===== src/design/lcdfmt_pkg.sv =====
`default_nettype none

package lcdfmt_pkg;

  // Widths of the register and payload fields
  localparam int unsigned COL_W  = 6;
  localparam int unsigned CHAR_W = 8;
  localparam int unsigned CNT_W  = 2;

  localparam int unsigned MAX_WIDTH_DEF = 40;
  localparam int unsigned QUEUE_DEPTH   = 2;

  // Operation codes on the input channel
  localparam logic [1:0] OP_PUT   = 2'd0;
  localparam logic [1:0] OP_GOTO  = 2'd1;
  localparam logic [1:0] OP_CLEAR = 2'd2;

  // Configuration register indexes
  localparam logic REG_LINE_WIDTH = 1'b0;
  localparam logic REG_LINE_COUNT = 1'b1;

  localparam logic [CHAR_W-1:0] CHAR_LF    = 8'h0A;
  localparam logic [CHAR_W-1:0] CHAR_CR    = 8'h0D;
  localparam logic [CHAR_W-1:0] CHAR_SPACE = 8'h20;
  localparam logic [CHAR_W-1:0] CMD_CLEAR  = 8'h01;

  localparam logic [COL_W-1:0] LINE_W_RST     = 6'd16;
  localparam logic [CNT_W-1:0] LINE_COUNT_RST = 2'd2;

  typedef enum logic [1:0] {
    KIND_CHAR,
    KIND_NEWLINE,
    KIND_GOTO,
    KIND_CLEAR
  } cmd_kind_e;

  typedef struct packed {
    cmd_kind_e         kind;
    logic [CHAR_W-1:0] char_code;
    logic [COL_W-1:0]  col;
    logic              row;
  } cmd_t;

endpackage

`default_nettype wire


===== src/design/lcdfmt_front.sv =====
`default_nettype none

module lcdfmt_front import lcdfmt_pkg::*; (
  input  wire logic              in_valid_i,
  output logic                   in_ready_o,
  input  wire logic [1:0]        op_i,
  input  wire logic [CHAR_W-1:0] char_code_i,
  input  wire logic [COL_W-1:0]  target_col_i,
  input  wire logic              target_row_i,
  input  wire logic              q_full_i,
  output logic                   q_push_o,
  output cmd_t                   q_cmd_o
);

  logic      op_known;
  cmd_kind_e kind;

  always_comb begin
    op_known = 1'b1;
    kind     = KIND_CHAR;
    case (op_i)
      OP_PUT: begin
        if (char_code_i inside {CHAR_LF, CHAR_CR}) begin
          kind = KIND_NEWLINE;
        end else begin
          kind = KIND_CHAR;
        end
      end
      OP_GOTO:  kind = KIND_GOTO;
      OP_CLEAR: kind = KIND_CLEAR;
      default:  op_known = 1'b0;
    endcase
  end

  // Unknown opcodes are taken and dropped without touching the queue
  assign in_ready_o = !q_full_i;
  assign q_push_o   = in_valid_i && !q_full_i && op_known;

  assign q_cmd_o.kind      = kind;
  assign q_cmd_o.char_code = char_code_i;
  assign q_cmd_o.col       = target_col_i;
  assign q_cmd_o.row       = target_row_i;

endmodule

`default_nettype wire


===== src/design/lcdfmt_queue.sv =====
`default_nettype none

module lcdfmt_queue import lcdfmt_pkg::*; (
  input  wire logic clk_i,
  input  wire logic rst_ni,
  input  wire logic push_i,
  input  wire cmd_t push_cmd_i,
  output logic      full_o,
  input  wire logic pop_i,
  output logic      empty_o,
  output cmd_t      pop_cmd_o
);

  localparam int unsigned PtrW = $clog2(QUEUE_DEPTH);

  cmd_t            entries_q [QUEUE_DEPTH];
  logic [PtrW-1:0] wr_ptr_q, wr_ptr_d;
  logic [PtrW-1:0] rd_ptr_q, rd_ptr_d;
  logic [PtrW:0]   count_q, count_d;

  assign full_o    = (count_q == (PtrW+1)'(QUEUE_DEPTH));
  assign empty_o   = (count_q == '0);
  assign pop_cmd_o = entries_q[rd_ptr_q];

  always_comb begin
    wr_ptr_d = wr_ptr_q;
    rd_ptr_d = rd_ptr_q;
    count_d  = count_q;
    if (push_i) begin
      wr_ptr_d = wr_ptr_q + 1'b1;
    end
    if (pop_i) begin
      rd_ptr_d = rd_ptr_q + 1'b1;
    end
    case ({push_i, pop_i})
      2'b10:   count_d = count_q + 1'b1;
      2'b01:   count_d = count_q - 1'b1;
      default: count_d = count_q;
    endcase
  end

  always_ff @(posedge clk_i or negedge rst_ni) begin
    if (!rst_ni) begin
      wr_ptr_q <= '0;
      rd_ptr_q <= '0;
      count_q  <= '0;
    end else begin
      wr_ptr_q <= wr_ptr_d;
      rd_ptr_q <= rd_ptr_d;
      count_q  <= count_d;
    end
  end

  always_ff @(posedge clk_i) begin
    if (push_i) begin
      entries_q[wr_ptr_q] <= push_cmd_i;
    end
  end

endmodule

`default_nettype wire


===== src/design/lcdfmt_back.sv =====
`default_nettype none

module lcdfmt_back import lcdfmt_pkg::*; #(
  parameter int unsigned MaxWidth = MAX_WIDTH_DEF
) (
  input  wire logic              clk_i,
  input  wire logic              rst_ni,
  input  wire logic [COL_W-1:0]  line_width_i,
  input  wire logic [CNT_W-1:0]  line_count_i,
  input  wire logic              q_empty_i,
  input  wire cmd_t              q_cmd_i,
  output logic                   q_pop_o,
  output logic                   out_valid_o,
  input  wire logic              out_ready_i,
  output logic                   is_data_o,
  output logic [CHAR_W-1:0]      lcd_byte_o,
  output logic                   last_o
);

  localparam logic [2:0] S_IDLE = 3'd0;
  localparam logic [2:0] S_PAD  = 3'd1;
  localparam logic [2:0] S_ADDR = 3'd2;
  localparam logic [2:0] S_CHAR = 3'd3;
  localparam logic [2:0] S_CLR  = 3'd4;

  localparam logic [COL_W:0] MaxW = (COL_W+1)'(MaxWidth);

  logic [2:0]        state_q, state_d;
  logic [COL_W-1:0]  col_q, col_d;
  logic              row_q, row_d;
  logic              scroll_q, scroll_d;
  logic [COL_W-1:0]  pad_q, pad_d;
  logic [COL_W-1:0]  acol_q, acol_d;
  logic              arow_q, arow_d;
  logic              addr_last_q, addr_last_d;
  logic              nl_q, nl_d;
  logic [CHAR_W-1:0] char_q, char_d;

  logic              out_valid_q, out_valid_d;
  logic              is_data_q, is_data_d;
  logic [CHAR_W-1:0] byte_q, byte_d;
  logic              last_q, last_d;

  logic [COL_W:0] eff_w;
  logic           can_emit;
  logic           next_row;
  logic           need_scroll;

  always_comb begin
    if ({1'b0, line_width_i} > MaxW) begin
      eff_w = MaxW;
    end else begin
      eff_w = {1'b0, line_width_i};
    end
  end

  assign can_emit    = !out_valid_q || out_ready_i;
  assign next_row    = !row_q && (line_count_i >= 2'd2);
  assign need_scroll = scroll_q || ({1'b0, col_q} >= eff_w);
  assign q_pop_o     = (state_q == S_IDLE) && !q_empty_i;

  always_comb begin
    state_d     = state_q;
    col_d       = col_q;
    row_d       = row_q;
    scroll_d    = scroll_q;
    pad_d       = pad_q;
    acol_d      = acol_q;
    arow_d      = arow_q;
    addr_last_d = addr_last_q;
    nl_d        = nl_q;
    char_d      = char_q;
    out_valid_d = out_valid_q && !out_ready_i;
    is_data_d   = is_data_q;
    byte_d      = byte_q;
    last_d      = last_q;

    case (state_q)
      S_IDLE: begin
        if (q_pop_o) begin
          char_d      = q_cmd_i.char_code;
          nl_d        = 1'b0;
          addr_last_d = 1'b1;
          case (q_cmd_i.kind)
            KIND_NEWLINE: begin
              pad_d   = col_q;
              acol_d  = col_q;
              arow_d  = row_q;
              nl_d    = 1'b1;
              state_d = S_PAD;
            end
            KIND_CHAR: begin
              if (need_scroll) begin
                pad_d       = col_q;
                acol_d      = '0;
                arow_d      = next_row;
                addr_last_d = 1'b0;
                state_d     = S_PAD;
              end else begin
                state_d = S_CHAR;
              end
            end
            KIND_GOTO: begin
              acol_d  = q_cmd_i.col;
              arow_d  = q_cmd_i.row;
              state_d = S_ADDR;
            end
            KIND_CLEAR: begin
              acol_d  = '0;
              arow_d  = 1'b0;
              state_d = S_CLR;
            end
            default: state_d = S_IDLE;
          endcase
        end
      end
      S_PAD: begin
        // Fill the rest of the line with spaces, then move on to the address
        if ({1'b0, pad_q} < eff_w) begin
          if (can_emit) begin
            out_valid_d = 1'b1;
            is_data_d   = 1'b1;
            byte_d      = CHAR_SPACE;
            last_d      = 1'b0;
            pad_d       = pad_q + 1'b1;
          end
        end else begin
          state_d = S_ADDR;
        end
      end
      S_ADDR: begin
        if (can_emit) begin
          out_valid_d = 1'b1;
          is_data_d   = 1'b0;
          byte_d      = {1'b1, arow_q, acol_q};
          last_d      = addr_last_q;
          col_d       = acol_q;
          row_d       = arow_q;
          scroll_d    = nl_q;
          state_d     = addr_last_q ? S_IDLE : S_CHAR;
        end
      end
      S_CHAR: begin
        if (can_emit) begin
          out_valid_d = 1'b1;
          is_data_d   = 1'b1;
          byte_d      = char_q;
          last_d      = 1'b1;
          col_d       = col_q + 1'b1;
          state_d     = S_IDLE;
        end
      end
      S_CLR: begin
        if (can_emit) begin
          out_valid_d = 1'b1;
          is_data_d   = 1'b0;
          byte_d      = CMD_CLEAR;
          last_d      = 1'b0;
          state_d     = S_ADDR;
        end
      end
      default: state_d = S_IDLE;
    endcase
  end

  always_ff @(posedge clk_i or negedge rst_ni) begin
    if (!rst_ni) begin
      state_q     <= S_IDLE;
      col_q       <= '0;
      row_q       <= 1'b0;
      scroll_q    <= 1'b0;
      out_valid_q <= 1'b0;
    end else begin
      state_q     <= state_d;
      col_q       <= col_d;
      row_q       <= row_d;
      scroll_q    <= scroll_d;
      out_valid_q <= out_valid_d;
    end
  end

  always_ff @(posedge clk_i) begin
    pad_q       <= pad_d;
    acol_q      <= acol_d;
    arow_q      <= arow_d;
    addr_last_q <= addr_last_d;
    nl_q        <= nl_d;
    char_q      <= char_d;
    is_data_q   <= is_data_d;
    byte_q      <= byte_d;
    last_q      <= last_d;
  end

  assign out_valid_o = out_valid_q;
  assign is_data_o   = is_data_q;
  assign lcd_byte_o  = byte_q;
  assign last_o      = last_q;

endmodule

`default_nettype wire


===== src/design/char_lcd_text_formatter.sv =====
`default_nettype none

// Character LCD text formatter. Each input beat is one text operation (put
// character, goto, clear) and produces the byte writes for a two-line
// character LCD controller, each flagged data or command, with last on the
// final write of the operation; opcode 3 is accepted and produces nothing.
// The front end classifies operations into a two-entry queue, so new beats
// are taken while earlier ones are still being written out. The back end
// sequencer emits at most one write per cycle through a registered output,
// held while ready is low: goto writes an address; clear a clear command
// then an address; a plain character the character; a newline padding
// spaces (up to the effective line width, at most MaxWidth) then an address;
// and a character that scrolls the padding, an address, then the character.
// Write the configuration registers only while the block is idle.

module char_lcd_text_formatter import lcdfmt_pkg::*; #(
  parameter int unsigned MaxWidth = MAX_WIDTH_DEF
) (
  input  wire logic              clk_i,
  input  wire logic              rst_ni,
  input  wire logic              in_valid_i,
  output logic                   in_ready_o,
  input  wire logic [1:0]        op_i,
  input  wire logic [CHAR_W-1:0] char_code_i,
  input  wire logic [COL_W-1:0]  target_col_i,
  input  wire logic              target_row_i,
  output logic                   out_valid_o,
  input  wire logic              out_ready_i,
  output logic                   is_data_o,
  output logic [CHAR_W-1:0]      lcd_byte_o,
  output logic                   last_o,
  input  wire logic              cfg_we_i,
  input  wire logic              cfg_addr_i,
  input  wire logic [COL_W-1:0]  cfg_wdata_i
);

  logic [COL_W-1:0] line_width_q;
  logic [CNT_W-1:0] line_count_q;

  logic q_full, q_push, q_pop, q_empty;
  cmd_t push_cmd, pop_cmd;

  always_ff @(posedge clk_i or negedge rst_ni) begin
    if (!rst_ni) begin
      line_width_q <= LINE_W_RST;
      line_count_q <= LINE_COUNT_RST;
    end else if (cfg_we_i) begin
      case (cfg_addr_i)
        REG_LINE_WIDTH: line_width_q <= cfg_wdata_i;
        REG_LINE_COUNT: line_count_q <= cfg_wdata_i[CNT_W-1:0];
        default:        line_width_q <= line_width_q;
      endcase
    end
  end

  lcdfmt_front u_front (
    .in_valid_i   (in_valid_i),
    .in_ready_o   (in_ready_o),
    .op_i         (op_i),
    .char_code_i  (char_code_i),
    .target_col_i (target_col_i),
    .target_row_i (target_row_i),
    .q_full_i     (q_full),
    .q_push_o     (q_push),
    .q_cmd_o      (push_cmd)
  );

  lcdfmt_queue u_queue (
    .clk_i      (clk_i),
    .rst_ni     (rst_ni),
    .push_i     (q_push),
    .push_cmd_i (push_cmd),
    .full_o     (q_full),
    .pop_i      (q_pop),
    .empty_o    (q_empty),
    .pop_cmd_o  (pop_cmd)
  );

  lcdfmt_back #(
    .MaxWidth (MaxWidth)
  ) u_back (
    .clk_i        (clk_i),
    .rst_ni       (rst_ni),
    .line_width_i (line_width_q),
    .line_count_i (line_count_q),
    .q_empty_i    (q_empty),
    .q_cmd_i      (pop_cmd),
    .q_pop_o      (q_pop),
    .out_valid_o  (out_valid_o),
    .out_ready_i  (out_ready_i),
    .is_data_o    (is_data_o),
    .lcd_byte_o   (lcd_byte_o),
    .last_o       (last_o)
  );

endmodule

`default_nettype wire

===== config.mk =====
export PLATFORM = sky130hd
export DESIGN_NAME = char_lcd_text_formatter
export DESIGN_NICKNAME = d
export VERILOG_FILES = /design/src/design/lcdfmt_pkg.sv /design/src/design/lcdfmt_front.sv /design/src/design/lcdfmt_queue.sv /design/src/design/lcdfmt_back.sv /design/src/design/char_lcd_text_formatter.sv
export SDC_FILE = /design/constraint.sdc
export NUM_CORES = 1
export LEC_CHECK = 0
export BUFFER_PORTS_ARGS = -buffer_cell sky130_fd_sc_hd__buf_2
export CAP_MARGIN = 30
export CELL_PAD_IN_SITES_DETAIL_PLACEMENT = 0
export CELL_PAD_IN_SITES_GLOBAL_PLACEMENT = 1
export CORE_UTILIZATION = 48
export CTS_CLUSTER_DIAMETER = 150
export CTS_CLUSTER_SIZE = 30
export DETAILED_ROUTE_END_ITERATION = 12
export PLACE_DENSITY = 0.91
export RECOVER_POWER = 50
export SYNTH_ARGS = -nofsm -noshare
export SYNTH_HDL_FRONTEND = slang
export SYNTH_SLANG_ARGS = --single-unit

===== constraint.sdc =====
create_clock -name clk_i -period 3.11 [get_ports clk_i]
set_input_delay 0.4665 -clock clk_i [delete_from_list [all_inputs] [get_ports clk_i]]
set_output_delay 0.4665 -clock clk_i [all_outputs]
set_load 0.005 [all_outputs]

== Yosys cells after proc, flatten, opt, wreduce, memory -nomap -nowiden ==
Memory sizes are Yosys's and may differ from the RTL's.
Cells that the tools add are included.
Word-level totals
  bits in registers: 57
  memory bits (writable): 34
  output and inout port bits: 12
  word-level logic and storage cells: 141
  memories: 1
Operators by class
  $add $sub $neg: 6
  magnitude comparators: 4
  equality and inequality tests: 25
  multiplexer cells: 49
  bitwise logic cells: 1
  reductions and logical operators: 36
Memory list
  u_queue.entries_q: words 2, width 17, read ports 1, clocked after Yosys merged registers in 0, wr ports 1, line lcdfmt_queue.sv:16  | cmd_t entries_q [QUEUE_DEPTH];
Operators by type and width (count)
  two-way mux 6 bit: 8
  two-way mux 8 bit: 5
  case mux 6 bit (2 select lines): 3
  case mux 8 bit (4 select lines): 1
  case mux 6 bit (4 select lines): 1
  equality test 8 x 4 -> 1 bit (second input constant): 2
  two-way mux 1 bit: 16
  two-way mux 3 bit: 5
  case mux 3 bit (5 select lines): 1
  != test 2 x 1 -> 1 bit (second input constant): 7
  adder 6 x 1 -> 6 bit (second input constant): 2
  case mux 3 bit (4 select lines): 1
  AND reduction 6 bit: 2
  equality test 2 bit (second input constant): 5
  AND reduction 3 bit: 3
  case mux 1 bit (4 select lines): 2
  AND reduction 2 bit: 4
  nonzero test 2 bit: 4
  equality test 2 x 1 -> 1 bit (second input constant): 3
  equality test 3 x 2 -> 1 bit (second input constant): 2
  greater-or-equal comparator 6 bit: 1
  > comparator 6 bit (second input constant): 1
  zero test 2 bit: 3
  < comparator 6 bit: 1
  other kinds (25): 38

== Longest topological paths before layout ==
  depth after elaboration: 8
  gate-level depth with buffers: 8

== Modules after synthesis ==
A second synthesis with hierarchy kept.
Unflattened totals
  cell total of the unflattened synthesis: 339
  area, all modules: 4458.0 um2
By module, submodules not included
  lcdfmt_back: times used 1, cells an instance 224, area an instance 2446.1 um2, sequential area each 1291.2 um2
  lcdfmt_queue: times used 1, cells an instance 69, area an instance 1461.4 um2, sequential area each 1121.1 um2
  char_lcd_text_formatter: times used 1, cells an instance 19, area an instance 344.1 um2, sequential area each 202.7 um2
  lcdfmt_front: times used 1, cells an instance 27, area an instance 206.4 um2, sequential area each 0.0 um2

== Worst setup path before layout ==
OpenSTA, ideal clock, no wires.
  kind: reg2reg
  start: reg line_width_q[3]
  end: reg u_back.byte_q[0] (netlist: u_back.lcd_byte_o[0]) (enable)
  library setup time: 0.375 ns
  data arrival time: 2.055 ns
  required time: 2.735 ns
  setup slack: 0.679 ns
  stages on the path, launching flop included: 9
  buffers on the path: 0
  period minus slack after synthesis: 2.431 ns
  cell sequence: dfrtp_1 o21ai_1 nand2_1 ha_1 nor3b_1 a211oi_1 nor4b_2 o21bai_1 a21oi_1
On the way
  longest elaborated chain between the ends: 5
RTL lines
  start: declaration: line char_lcd_text_formatter.sv:37  | logic [COL_W-1:0] line_width_q;
  start signal: assignment: line char_lcd_text_formatter.sv:49  | REG_LINE_WIDTH: line_width_q <= cfg_wdata_i;
  start signal: assignment: line char_lcd_text_formatter.sv:51  | default: line_width_q <= line_width_q;
  > comparator 6 bit: line lcdfmt_back.sv:50  | if ({1'b0, line_width_i} > MaxW) begin
  two-way mux 6 bit (*): line lcdfmt_back.sv:50
  < comparator 6 bit (*): line lcdfmt_back.sv:119  | if ({1'b0, pad_q} < eff_w) begin
  != test 2 x 1 -> 1 bit (no source line) (*)
  AND reduction 6 bit (no source line) (*)
  end signal: assignment: line lcdfmt_back.sv:190  | byte_q <= byte_d;
  end: declaration: line lcdfmt_back.sv:41  | logic [CHAR_W-1:0] byte_q, byte_d;
Every way passes the cells marked *; elsewhere a longest branch is shown, timed or not.
A chain may end at the register's enable or synchronous reset.

== Worst setup path after layout ==
  start: reg line_width_q[3]
  end: reg u_back.pad_q[1] (enable)
On the way
  longest elaborated chain between the ends: 6
RTL lines
  > comparator 6 bit: line lcdfmt_back.sv:50
  two-way mux 6 bit (*): line lcdfmt_back.sv:50
  greater-or-equal comparator 6 bit: line lcdfmt_back.sv:59  | assign need_scroll = scroll_q || ({1'b0, col_q} >= eff_w);
  logical OR 1 bit: line lcdfmt_back.sv:59
  != test 3 x 2 -> 1 bit (no source line)
  AND reduction 6 bit (no source line) (*)
  end signal: assignment: line lcdfmt_back.sv:183  | pad_q <= pad_d;
  end: declaration: line lcdfmt_back.sv:32  | logic [COL_W-1:0] pad_q, pad_d;
Marks and branches as above.

==> impl_metrics.tcl <==
set metrics [dict create \
    wire_per_inst_microns 16.2 \
    synth_top_family_by_area "simple AND/OR/NAND/NOR gates" \
    crit_type "flop to flop" \
    yosysWarnings 0 \
    finClkSkew_ns 0.00923 \
    drt-pass1-iter-count 4 \
    cts_buffers 9 \
    ant_nets 0 \
    synth_edf_count 67 \
    finalCritPeriodShare_pct 81.8 \
    die_area_sq_um 9040 \
    async_flop_share_pct 25.6 \
    r2r.worst_path.cells 7 \
    cts.path.max_buffers 2 \
    start_util_pct 50.1 \
    synth_area_leaders "edfxtp_1, dfrtp_1, ha_1" \
    ctsHoldBuffers 0 \
    syn-num-nets 360 \
    synth_ff_type "edfxtp_1" \
    synth.most_common_cell "edfxtp_1" \
    dieHeight_microns 95.1 \
    max_stage_delay_ns 0.46 \
    max_freq_ghz 0.393 \
    synthXorXnorAreaFrac_pct 2.11 \
    gp_congestion 0.891 \
    synth_common_cells "edfxtp_1, nor2_1, a21oi_1" \
    syn_inst 315 \
    ys_seq_area_share_pct 62.3 \
    synthMuxAreaShare_pct 8.79 \
    dieWidth_microns 95.1 \
    powerDensity_nw_per_um2 1020 \
    postPlaceCellArea_sq_um 4460 \
    tns_ns 0 \
    drt_wl_total_microns 7600 \
    ctsRootBufferMaster "clkbuf_8" \
    relSlewSlack_pct 10.8 \
    grt_first_pass_wirelength_microns 12500 \
    synthAdderAreaFrac_pct 4.82 \
    synth.distinct_cells 48 \
    synth_top_area_share_pct 48.4 \
    cts.sinks 90 \
    crit_fanout 6 \
    syn2layout_area_growth_pct 10.7 \
    postCtsSetupBuffers 0 \
    ir_worst_vdd_v 0.000454 \
    finalSetupViolations 0 \
    ioPinCount 41 \
    dp_hpwl_microns 5420 \
    drc 0 \
    synth_compound_area_share_pct 9.06 \
    cp.depth 7 \
    path_buf_inv 0 \
    hold_ws_ns 0.284 \
    hp-class "input pin to flop" \
    layout.nets 404 \
    track_usage_pct 18.8 \
    status "finished clean" \
    drt_iter0_drc 156 \
    slowest_stage "nor4b_2" \
    tightestPinTransition_ns 1.34 \
    crit_chain "o21ai_1 -> nand2_1 -> ha_1 -> nor3b_1 -> a211oi_1 -> nor4b_2 -> a2bb2oi_2" \
    antenna_cells 0 \
    cts_tree "built" \
    synth.avg_cell_area_sq_um 13.2 \
    holdPathStages 1 \
    cp_data_arrival_time_ns 2.58 \
    vias 2563 \
    cts_max_level 3 \
    grt_pass1_vias 2494 \
    drive_gt1_share_pct 18.4 \
    core_area_sq_um 8300 \
    finalPower_w 0.00469 \
    synth-seq-cells 90 \
    io_buffers 40 \
    final_area_sq_um 4600 \
    crit_family "simple AND/OR/NAND/NOR gates" \
    cts_resized 0 \
    rows 33 \
    syn_area_sq_um 4160 \
    rsz0062_at_grt "false" \
    leakagePower_nw 1.73 \
    routed_via_density 5.46 \
    overflow 0 \
    critPathRequiredTime_ns 3.14 \
    final_hold_viol_count 0 \
    synth_area_leader_cell "edfxtp_1" \
    synth-simple-area-share_pct 10.4 \
    maxCapViolations 0 \
    path_clk_slew_ns 0.10 \
    final_max_slew_viol_count 0 \
    antenna_found_initial 0 \
    end_kind "flop" \
    min_period_ns 2.54 \
    grt_max_degree 26 \
    start_kind "flop" \
    clk_latency_ns 0.36 \
]
## state kept, by name, indices dropped and copies added, names as in the netlist, 2 cells and up
name,count
u_back.pad_q,6
u_back.lcd_byte_o,8
u_back.acol_q,6
u_back.char_q,8
u_back.col_q,6
line_width_q,6
u_back.state_q,3
u_queue.entries_q,34
u_queue.count_q,2
## final timing paths
kind / startpoint / end / slack [ns]
worst max-delay path: line_width_q[3] / u_back.pad_q[1] / 0.57
worst min-delay path: target_col_i[1] / u_queue.entries_q[1][2] / 0.28
worst max register to register: line_width_q[3] / u_back.pad_q[1] / 0.57
worst min register to register: u_back.nl_q / u_back.scroll_q / 0.48
max in group asynchronous: rst_ni / u_back.col_q[1] / 1.94
min in group asynchronous: rst_ni / u_back.state_q[1] / 0.38
## power breakdown
group | leakage [nW] | switching (W) | internal, W | total, W
combinational | 0.737 | 0.000974 | 0.000738 | 0.00171
clock | 0.0913 | 0.000446 | 0.000309 | 0.000755
sequential | 0.897 | 0.000328 | 0.00190 | 0.00222
total | 1.73 | 0.00175 | 0.00294 | 0.00469
## per-layer routing
| metal | part of all wire, % | GRT usage (%) | wire, microns |
|---|---|---|---|
| met5 | 0 | 0 | 0 |
| met4 | 0.97 | 4.92 | 74 |
| met3 | 4.1 | 5.02 | 308 |
| met2 | 49 | 31.5 | 3710 |
| met1 | 46 | 24.3 | 3510 |
## kinds of logic (layout without fill, tap and decap cells)
kind of cell             count (synthesis)  in the layout
multiplexers                            34             34
flip-flops                              90             90
XOR/XNOR                                10             10
buffers and inverters                   20             69
AO/OA/AOI/OAI                           63             63
AND/OR/NAND/NOR                         82             82
adder cells (fa/ha/maj)                 16             16
## metrics by stage
step | utilization, % | std cells | setup WS (ns)
3_3_place_gp | 53.7 | 453 | 0.727
2_1_floorplan | - | 315 | 0.679
5_1_grt | 55.4 | 469 | 0.359
3_5_place_dp | 53.7 | 453 | 0.600
6_report | 55.4 | 469 | 0.566
4_1_cts | 55.9 | 469 | 0.538
## worst register-to-register path, cell delays in order (launching register included)
cell and delay (ns):
dfrtp_1 0.41, o21ai_1 0.27, nand2_1 0.14, ha_1 0.22, nor3b_1 0.20, a211oi_1 0.14, nor4b_2 0.46, a2bb2oi_2 0.37
## layout make-up
| class | instances | area (sq um) |
|---|---|---|
| Tap cell | 105 | 131 |
| Fill cell | 691 | 3700 |
| Multi-Input combinational cell | 205 | 1450 |
| Sequential cell | 90 | 2590 |
| Inverter | 7 | 26.3 |
| Clock inverter | 6 | 56.3 |
| Timing Repair Buffer | 46 | 216 |
| Clock buffer | 10 | 128 |
## layout by cell type, fill, tap and decap left out, drive strengths merged, types with 11 or more instances in the layout
| cell | n |
|---|---|
| a21oi | 22 |
| buf | 28 |
| clkbuf | 28 |
| dfrtp | 21 |
| edfxtp | 67 |
| ha | 16 |
| inv | 11 |
| mux2 | 20 |
| mux2i | 14 |
| nand2 | 16 |
| nor2 | 29 |
| o21ai | 17 |
Power figures use the tool's default switching activity.
